`src/hdl/riw_pkg.sv`:
```
package riw_pkg;

  // Width of the age and settle counters.
  localparam int unsigned TimerWidth = 16;
  // Width of the configuration registers.
  localparam int unsigned CfgWidth = 16;
  // Counters and configuration values are compared at the wider of the two widths.
  localparam int unsigned CmpWidth = (TimerWidth > CfgWidth) ? TimerWidth : CfgWidth;

  localparam int unsigned CfgIndexWidth = 2;
  localparam int unsigned InDataWidth   = 8;
  localparam int unsigned OutDataWidth  = 16;

  localparam logic [CfgWidth-1:0] WdtTimeoutReset = CfgWidth'(500);
  localparam logic [CfgWidth-1:0] SettleTimeReset = CfgWidth'(300);

  typedef logic [TimerWidth-1:0] timer_t;
  typedef logic [CmpWidth-1:0]   cmp_t;

  typedef enum logic [1:0] {
    OP_PERMIT = 2'd0,
    OP_HEALTH = 2'd1,
    OP_TICK   = 2'd2
  } opcode_e;

  typedef enum logic [CfgIndexWidth-1:0] {
    REG_WDT_TIMEOUT = 2'd0,
    REG_SETTLE_TIME = 2'd1
  } reg_index_e;

  typedef enum logic [1:0] {
    FAULT_NONE       = 2'd0,
    FAULT_WELDED     = 2'd1,
    FAULT_NOT_CLOSED = 2'd2
  } fault_e;

  typedef enum logic [1:0] {
    CAUSE_OK    = 2'd0,
    CAUSE_STALE = 2'd1,
    CAUSE_FALSE = 2'd2
  } cause_e;

  // One result word, first field in the highest bits.
  typedef struct packed {
    logic   status_event;
    cause_e health_cause;
    cause_e permit_cause;
    fault_e fault_code;
    logic   mismatch_now;
    logic   settled_now;
    logic   feedback_seen;
    logic   relay_drive;
  } result_t;

endpackage

```
`src/hdl/relay_interlock_watchdog_top.sv`:
```
// A result word appears on the master side in the cycle after its input word is taken.
// Throughput: one input word per cycle while the master side keeps taking results; all work
// is one combinational pass between the state registers and a single output register,
// which is refilled as it drains. Reset (rst_ni low, asynchronous): relay open, both
// inputs unseen, counters zero, output empty, watchdog_timeout 500 and settle_time 300.
module relay_interlock_watchdog_top (
  input  logic                                  clk_i,
  input  logic                                  rst_ni,
  // Configuration write channel.
  input  logic                                  cfg_valid_i,
  output logic                                  cfg_ready_o,
  input  logic [riw_pkg::CfgIndexWidth-1:0]     cfg_index_i,
  input  logic [riw_pkg::CfgWidth-1:0]          cfg_data_i,
  // Input words.
  input  logic                                  s_axis_tvalid_i,
  output logic                                  s_axis_tready_o,
  // [0] message_value, [1] feedback_level, [2] feedback_valid, rest zero.
  input  logic [riw_pkg::InDataWidth-1:0]       s_axis_tdata_i,
  // [1:0] opcode.
  input  logic [1:0]                            s_axis_tuser_i,
  // Result words.
  output logic                                  m_axis_tvalid_o,
  input  logic                                  m_axis_tready_i,
  // [0] relay_drive, [1] feedback_seen, [2] settled_now, [3] mismatch_now,
  // [5:4] fault_code, [7:6] permit_cause, [9:8] health_cause, [10] status_event, rest zero.
  output logic [riw_pkg::OutDataWidth-1:0]      m_axis_tdata_o
);

  localparam int unsigned ResWidth = $bits(riw_pkg::result_t);

  // Configuration registers.
  logic [riw_pkg::CfgWidth-1:0] wdt_timeout_q, settle_time_q;

  // Interlock state.
  logic            permit_seen_q, permit_seen_d;
  logic            permit_level_q, permit_level_d;
  riw_pkg::timer_t permit_age_q, permit_age_d;
  logic            health_seen_q, health_seen_d;
  logic            health_level_q, health_level_d;
  riw_pkg::timer_t health_age_q, health_age_d;
  logic            relay_state_q, relay_state_d;
  logic            feedback_state_q, feedback_state_d;
  logic            mismatch_q, mismatch_d;
  logic            settled_q, settled_d;
  riw_pkg::timer_t since_change_q, since_change_d;

  // Output stage.
  logic             out_valid_q;
  riw_pkg::result_t out_res_q, out_res_d;

  logic in_accept;
  logic event_d;

  // Input word fields.
  logic msg_value, fb_level, fb_valid;
  riw_pkg::opcode_e opcode;

  // Aged counters for a tick.
  riw_pkg::timer_t permit_age_inc, health_age_inc, since_inc;
  logic permit_fresh_tick, health_fresh_tick, want;
  logic permit_fresh_d, health_fresh_d, mis;

  assign cfg_ready_o = 1'b1;

  // The input side is free whenever the output register is empty or drains this cycle.
  assign s_axis_tready_o = ~out_valid_q | m_axis_tready_i;
  assign in_accept       = s_axis_tvalid_i & s_axis_tready_o;

  assign msg_value = s_axis_tdata_i[0];
  assign fb_level  = s_axis_tdata_i[1];
  assign fb_valid  = s_axis_tdata_i[2];
  assign opcode    = riw_pkg::opcode_e'(s_axis_tuser_i);

  // Saturating increments: a counter at all ones stays there.
  assign permit_age_inc = (&permit_age_q)   ? permit_age_q   : permit_age_q + 1'b1;
  assign health_age_inc = (&health_age_q)   ? health_age_q   : health_age_q + 1'b1;
  assign since_inc      = (&since_change_q) ? since_change_q : since_change_q + 1'b1;

  // Freshness after the tick has aged both inputs.
  assign permit_fresh_tick = permit_seen_q &
      (riw_pkg::cmp_t'(permit_age_inc) <= riw_pkg::cmp_t'(wdt_timeout_q));
  assign health_fresh_tick = health_seen_q &
      (riw_pkg::cmp_t'(health_age_inc) <= riw_pkg::cmp_t'(wdt_timeout_q));
  assign want = permit_level_q & permit_fresh_tick & health_level_q & health_fresh_tick;

  // Next state for one accepted word.
  always_comb begin
    permit_seen_d    = permit_seen_q;
    permit_level_d   = permit_level_q;
    permit_age_d     = permit_age_q;
    health_seen_d    = health_seen_q;
    health_level_d   = health_level_q;
    health_age_d     = health_age_q;
    relay_state_d    = relay_state_q;
    feedback_state_d = feedback_state_q;
    mismatch_d       = mismatch_q;
    settled_d        = settled_q;
    since_change_d   = since_change_q;
    event_d          = 1'b0;
    mis              = 1'b0;
    unique case (opcode)
      riw_pkg::OP_PERMIT: begin
        permit_seen_d  = 1'b1;
        permit_level_d = msg_value;
        permit_age_d   = '0;
      end
      riw_pkg::OP_HEALTH: begin
        health_seen_d  = 1'b1;
        health_level_d = msg_value;
        health_age_d   = '0;
      end
      riw_pkg::OP_TICK: begin
        permit_age_d     = permit_age_inc;
        health_age_d     = health_age_inc;
        relay_state_d    = want;
        // A new command restarts the settle window; the mismatch flag is judged anew from it.
        since_change_d   = (want != relay_state_q) ? '0 : since_inc;
        feedback_state_d = fb_valid & fb_level;
        settled_d        = riw_pkg::cmp_t'(since_change_d) >=
                           riw_pkg::cmp_t'(settle_time_q);
        mis              = settled_d & (feedback_state_d != want);
        mismatch_d       = mis;
        // The mismatch flag counts as cleared on a command change before it is compared.
        event_d          = (want != relay_state_q) |
                           (mis != ((want != relay_state_q) ? 1'b0 : mismatch_q));
      end
      default: begin
        // Unused opcode: state unchanged, current state reported.
      end
    endcase
  end

  // The result word describes the state after the word.
  assign permit_fresh_d = permit_seen_d &
      (riw_pkg::cmp_t'(permit_age_d) <= riw_pkg::cmp_t'(wdt_timeout_q));
  assign health_fresh_d = health_seen_d &
      (riw_pkg::cmp_t'(health_age_d) <= riw_pkg::cmp_t'(wdt_timeout_q));

  always_comb begin
    out_res_d.relay_drive   = relay_state_d;
    out_res_d.feedback_seen = feedback_state_d;
    out_res_d.settled_now   = settled_d;
    out_res_d.mismatch_now  = mismatch_d;
    out_res_d.status_event  = event_d;
    if (mismatch_d & ~relay_state_d & feedback_state_d) begin
      out_res_d.fault_code = riw_pkg::FAULT_WELDED;
    end else if (mismatch_d & relay_state_d & ~feedback_state_d) begin
      out_res_d.fault_code = riw_pkg::FAULT_NOT_CLOSED;
    end else begin
      out_res_d.fault_code = riw_pkg::FAULT_NONE;
    end
    if (!permit_fresh_d) begin
      out_res_d.permit_cause = riw_pkg::CAUSE_STALE;
    end else if (permit_level_d) begin
      out_res_d.permit_cause = riw_pkg::CAUSE_OK;
    end else begin
      out_res_d.permit_cause = riw_pkg::CAUSE_FALSE;
    end
    if (!health_fresh_d) begin
      out_res_d.health_cause = riw_pkg::CAUSE_STALE;
    end else if (health_level_d) begin
      out_res_d.health_cause = riw_pkg::CAUSE_OK;
    end else begin
      out_res_d.health_cause = riw_pkg::CAUSE_FALSE;
    end
  end

  // Configuration registers; an index beyond the list is ignored.
  always_ff @(posedge clk_i or negedge rst_ni) begin
    if (!rst_ni) begin
      wdt_timeout_q <= riw_pkg::WdtTimeoutReset;
      settle_time_q <= riw_pkg::SettleTimeReset;
    end else if (cfg_valid_i) begin
      if (cfg_index_i == riw_pkg::REG_WDT_TIMEOUT) begin
        wdt_timeout_q <= cfg_data_i;
      end
      if (cfg_index_i == riw_pkg::REG_SETTLE_TIME) begin
        settle_time_q <= cfg_data_i;
      end
    end
  end

  // Interlock state, updated once per accepted word.
  always_ff @(posedge clk_i or negedge rst_ni) begin
    if (!rst_ni) begin
      permit_seen_q    <= 1'b0;
      permit_level_q   <= 1'b0;
      permit_age_q     <= '0;
      health_seen_q    <= 1'b0;
      health_level_q   <= 1'b0;
      health_age_q     <= '0;
      relay_state_q    <= 1'b0;
      feedback_state_q <= 1'b0;
      mismatch_q       <= 1'b0;
      settled_q        <= 1'b0;
      since_change_q   <= '0;
    end else if (in_accept) begin
      permit_seen_q    <= permit_seen_d;
      permit_level_q   <= permit_level_d;
      permit_age_q     <= permit_age_d;
      health_seen_q    <= health_seen_d;
      health_level_q   <= health_level_d;
      health_age_q     <= health_age_d;
      relay_state_q    <= relay_state_d;
      feedback_state_q <= feedback_state_d;
      mismatch_q       <= mismatch_d;
      settled_q        <= settled_d;
      since_change_q   <= since_change_d;
    end
  end

  // Output register: loads on every accepted word, empties when taken.
  always_ff @(posedge clk_i or negedge rst_ni) begin
    if (!rst_ni) begin
      out_valid_q <= 1'b0;
    end else if (in_accept) begin
      out_valid_q <= 1'b1;
    end else if (m_axis_tready_i) begin
      out_valid_q <= 1'b0;
    end
  end

  always_ff @(posedge clk_i) begin
    if (in_accept) begin
      out_res_q <= out_res_d;
    end
  end

  assign m_axis_tvalid_o = out_valid_q;
  assign m_axis_tdata_o  = {{(riw_pkg::OutDataWidth - ResWidth){1'b0}}, out_res_q};

endmodule

```
`config.mk`:
```
export PLATFORM = sky130hd
export DESIGN_NAME = relay_interlock_watchdog_top
export DESIGN_NICKNAME = d
export VERILOG_FILES = /design/src/hdl/riw_pkg.sv /design/src/hdl/relay_interlock_watchdog_top.sv
export SDC_FILE = /design/constraint.sdc
export NUM_CORES = 1
export LEC_CHECK = 0
export BUFFER_PORTS_ARGS = -buffer_cell sky130_fd_sc_hd__buf_4
export CAP_MARGIN = 10
export CORE_ASPECT_RATIO = 1.5
export CORE_MARGIN = 1.5
export CORE_UTILIZATION = 62
export CTS_BUF_LIST = sky130_fd_sc_hd__clkbuf_16
export DETAILED_ROUTE_END_ITERATION = 6
export GPL_TIMING_DRIVEN = 1
export HOLD_SLACK_MARGIN = 0.15
export PLACE_DENSITY_LB_ADDON = 0.1
export SYNTH_ARGS = -nofsm -noshare
export SYNTH_HDL_FRONTEND = slang
export SYNTH_SLANG_ARGS = --single-unit
```
`constraint.sdc`:
```
create_clock -name clk_i -period 6.6 [get_ports clk_i]
set_input_delay 0.66 -clock clk_i [delete_from_list [all_inputs] [get_ports clk_i]]
set_output_delay 0.66 -clock clk_i [all_outputs]
set_load 0.05 [all_outputs]
```
==> results.yml <==
outcome:
  status: "completed"
worst_setup_path:
  cp.arrival_ns: 6.46
  slowest_stage: "or4_4"
  worst_path_largest_cell_delay_ns: 0.57
  worstSetupEndpointType: "register"
  critPathLaunchType: "register"
  required_ns: 6.73
  worstSetupPathType: "reg2reg"
  path_max_fanout: 14
logic_synthesis:
  synth_edf_count: 11
  syn_area_um2: 7734
  synth-seq-cells: 100
  synth_area_leader_cell: "dfrtp_1"
  synthArstFlopShare_pct: 89.00
  ys_seq_area_share_pct: 33.23
  synthCells: 875
  synth_area_leaders: "dfrtp_1, ha_1, edfxtp_1"
  netlist_top_cells_count: "nand2_1, ha_1, dfrtp_1"
  yosysTopAreaCellShare_pct: 25.56
  ys.warnings.count: 0
  yosysMostFrequentCell: "nand2_1"
  synth_cell_type_count: 71
  avgSynthCellArea_um2: 8.838
  ys.flop_type: "dfrtp_1"
final_layout:
  n_antenna_cell: 0
  drive_above_1_share_pct: 15.51
  multiInputGateArea_um2: 4805
  nets: 1036
  seqCellArea_um2: 2570
  final_area_um2: 8587
  fillers: 937
  syn_to_final_growth_pct: 11.03
clock_tree:
  cts.reportedPaths.clkPinSlew_ns: 0.07
  root_buffer: "clkbuf_16"
  htree_levels: 3
  cts_tree: "done"
  ctsHoldBuffers: 0
  clock_latency_ns: 0.36
  clkSinkCount: 100
  cts_buffers: 9
  clock_path_buffers: 2
placed_design:
  gp_congestion: 0.9350
  place_ws_ns: -0.02494
  dp_hpwl_mm: 15.84
  placed_area_um2: 8257
  port_buffers: 40
route:
  drt_iter0_markers: 442
  num_vias: 6982
  detail-route-antenna-nets: 0
  via_per_inst: 6.495
  routed_wl_mm: 21.04
  drt_pass1_iterations: 5
  wl_per_cell_um: 19.57
  drc: 0
job:
  drv_cap: 0
global_routing:
  use_met2_pct: 56.80
  grt.busiest_layer: "met2"
  grt_max_degree: 67
  met1_usage_pct: 38.13
  grt_antenna_before_repair: 0
  grt_usage_pct: 33.54
  grtUsageMet3_pct: 5.464
  grt_first_pass_wirelength_mm: 34.30
  overflow: 0
  grt_pass1_vias: 7058
sta:
  max_freq_mhz: 158.0
  fin_crit_ns: 6.330
  setup-violations-final: 0
  maxSlewHeadroom_pct: 20.32
  report.final.slew_viol_count: 0
  finalHoldViolCount: 0
  skew_ns: 0.009676
  fin_crit_sh_pct: 95.91
  hold_ws_ns: 0.2029
  timing.final.ws_setup_ns: 0.2699
  tightest_slew_ns: 1.165
floorplanning:
  die_y_um: 139.8
  rows: 49
  initial_core_util_pct: 64.03
  die_w_um: 94.19
  io_pins: 52
  die_area_um2: 13170
  core-area_um2: 12080
power:
  p_leak_nw: 3.930
  total_power_mw: 2.268
  ir_worst_vdd_v: 0.0001510
  cellPowerDensity_nw_per_um2: 264.1
hold_path:
  hold_path.class: "in2async"
-- registers in the layout, summed over array words and instances (netlist names) --
register          count
feedback_state_q      1
health_age_q         16
health_level_q        1
health_seen_q         1
m_axis_tdata_o       11
m_axis_tvalid_o       1
mismatch_q            1
permit_age_q         16
permit_level_q        1
permit_seen_q         1
relay_state_q         1
settle_time_q        16
settled_q             1
since_change_q       16
wdt_timeout_q        16
-- worst max-delay path, delay by kind of cell, from the launching register on --
kind	cells	cell delay [ns]
fa+ha+maj	2	0.50
simple gates	10	2.27
buf+inv	4	0.66
compound gates	8	2.11
flops	1	0.44
mux	1	0.10
-- layout make-up --
| class | instances | area share, % |
|---|---|---|
| inverters | 56 | 2.448 |
| clock inverters | 7 | 0.7868 |
| clock buffers | 9 | 2.623 |
| multi-input cells | 681 | 55.95 |
| well taps | 153 | 2.229 |
| repair buffers | 69 | 6.032 |
| flip-flops and latches | 100 | 29.93 |
-- stage by stage --
stage | setup TNS [ns] | util [%] | std cells
final | 0 | 71.10 | 1075
after global routing | -0.08454 | 71.10 | 1075
after CTS | 0 | 70.88 | 1074
after detailed placement | -0.02494 | 68.36 | 1058
after global placement | 0 | 68.36 | 1058
after floorplan | 0 | - | 879
-- worst paths after layout --
kind | end | slack [ns] | cells after the start | startpoint
worst max-delay path | m_axis_tdata_o[10]$_SDFFCE_PN0P_ | 0.27 | 25 | health_age_q[4]$_DFFE_PN0P_
worst max register to register | m_axis_tdata_o[10]$_SDFFCE_PN0P_ | 0.27 | 25 | health_age_q[4]$_DFFE_PN0P_
worst min-delay path | feedback_state_q$_DFFE_PN0P_ | 0.20 | 1 | rst_ni
max in group asynchronous | health_age_q[14]$_DFFE_PN0P_ | 5.22 | 2 | rst_ni
worst min register to register | feedback_state_q$_DFFE_PN0P_ | 0.49 | 2 | feedback_state_q$_DFFE_PN0P_
min in group clk_i | feedback_state_q$_DFFE_PN0P_ | 0.49 | 2 | feedback_state_q$_DFFE_PN0P_
-- where the power goes --
| part | internal, mW | switching (mW) |
|---|---|---|
| sequential | 0.732 | 0.0954 |
| combinational | 0.370 | 0.536 |
| clock | 0.266 | 0.268 |
| total | 1.37 | 0.899 |
-- placed cells by master (no fill, tap or decap), types with 8 or more instances in the layout --
cell type,instances
nand2_1,88
ha_1,86
dfrtp_1,79
buf_4,69
nor2_1,67
inv_1,55
a21oi_1,51
o21ai_0,43
a22o_1,28
nand3_1,25
nor3_1,23
mux2_2,23
xnor2_1,21
nand4_1,18
o21a_1,14
nand2b_1,12
nor2b_1,11
and3_1,11
edfxtp_1,11
a21o_1,10
o221ai_1,10
mux2i_1,10
dfstp_2,10
o22ai_1,9
clkbuf_16,9
o31ai_1,8
-- metal layers --
metal | share of wire (%) | wire [um] | vias to the layer above
met2 | 50 | 10610 | 273
li1 | - | - | 3288
met5 | 0 | 0 | -
met4 | 6.3 | 1316 | 0
met3 | 4.9 | 1041 | 89
met1 | 38 | 8070 | 3332
-- cell families after synthesis --
kind of cell    Yosys count  share of synthesized area (%)
simple gates            300                          19.56
compound gates          229                          20.21
flops                   100                          33.23
buf+inv                  98                          5.290
fa+ha+maj                86                          13.91
mux                      33                          4.643
xor+xnor                 27                          3.058
other cells               2                        0.09711
-- timing repair --
item | 4_1_cts | 5_1_grt
gates resized for setup | 2 | 7
endpoints found under the setup margin | 1 | 7
pin swaps | 0 | 2
buffers inserted | 0 | 1
gates cloned | 0 | 0
(Power assumes the default switching activity.)
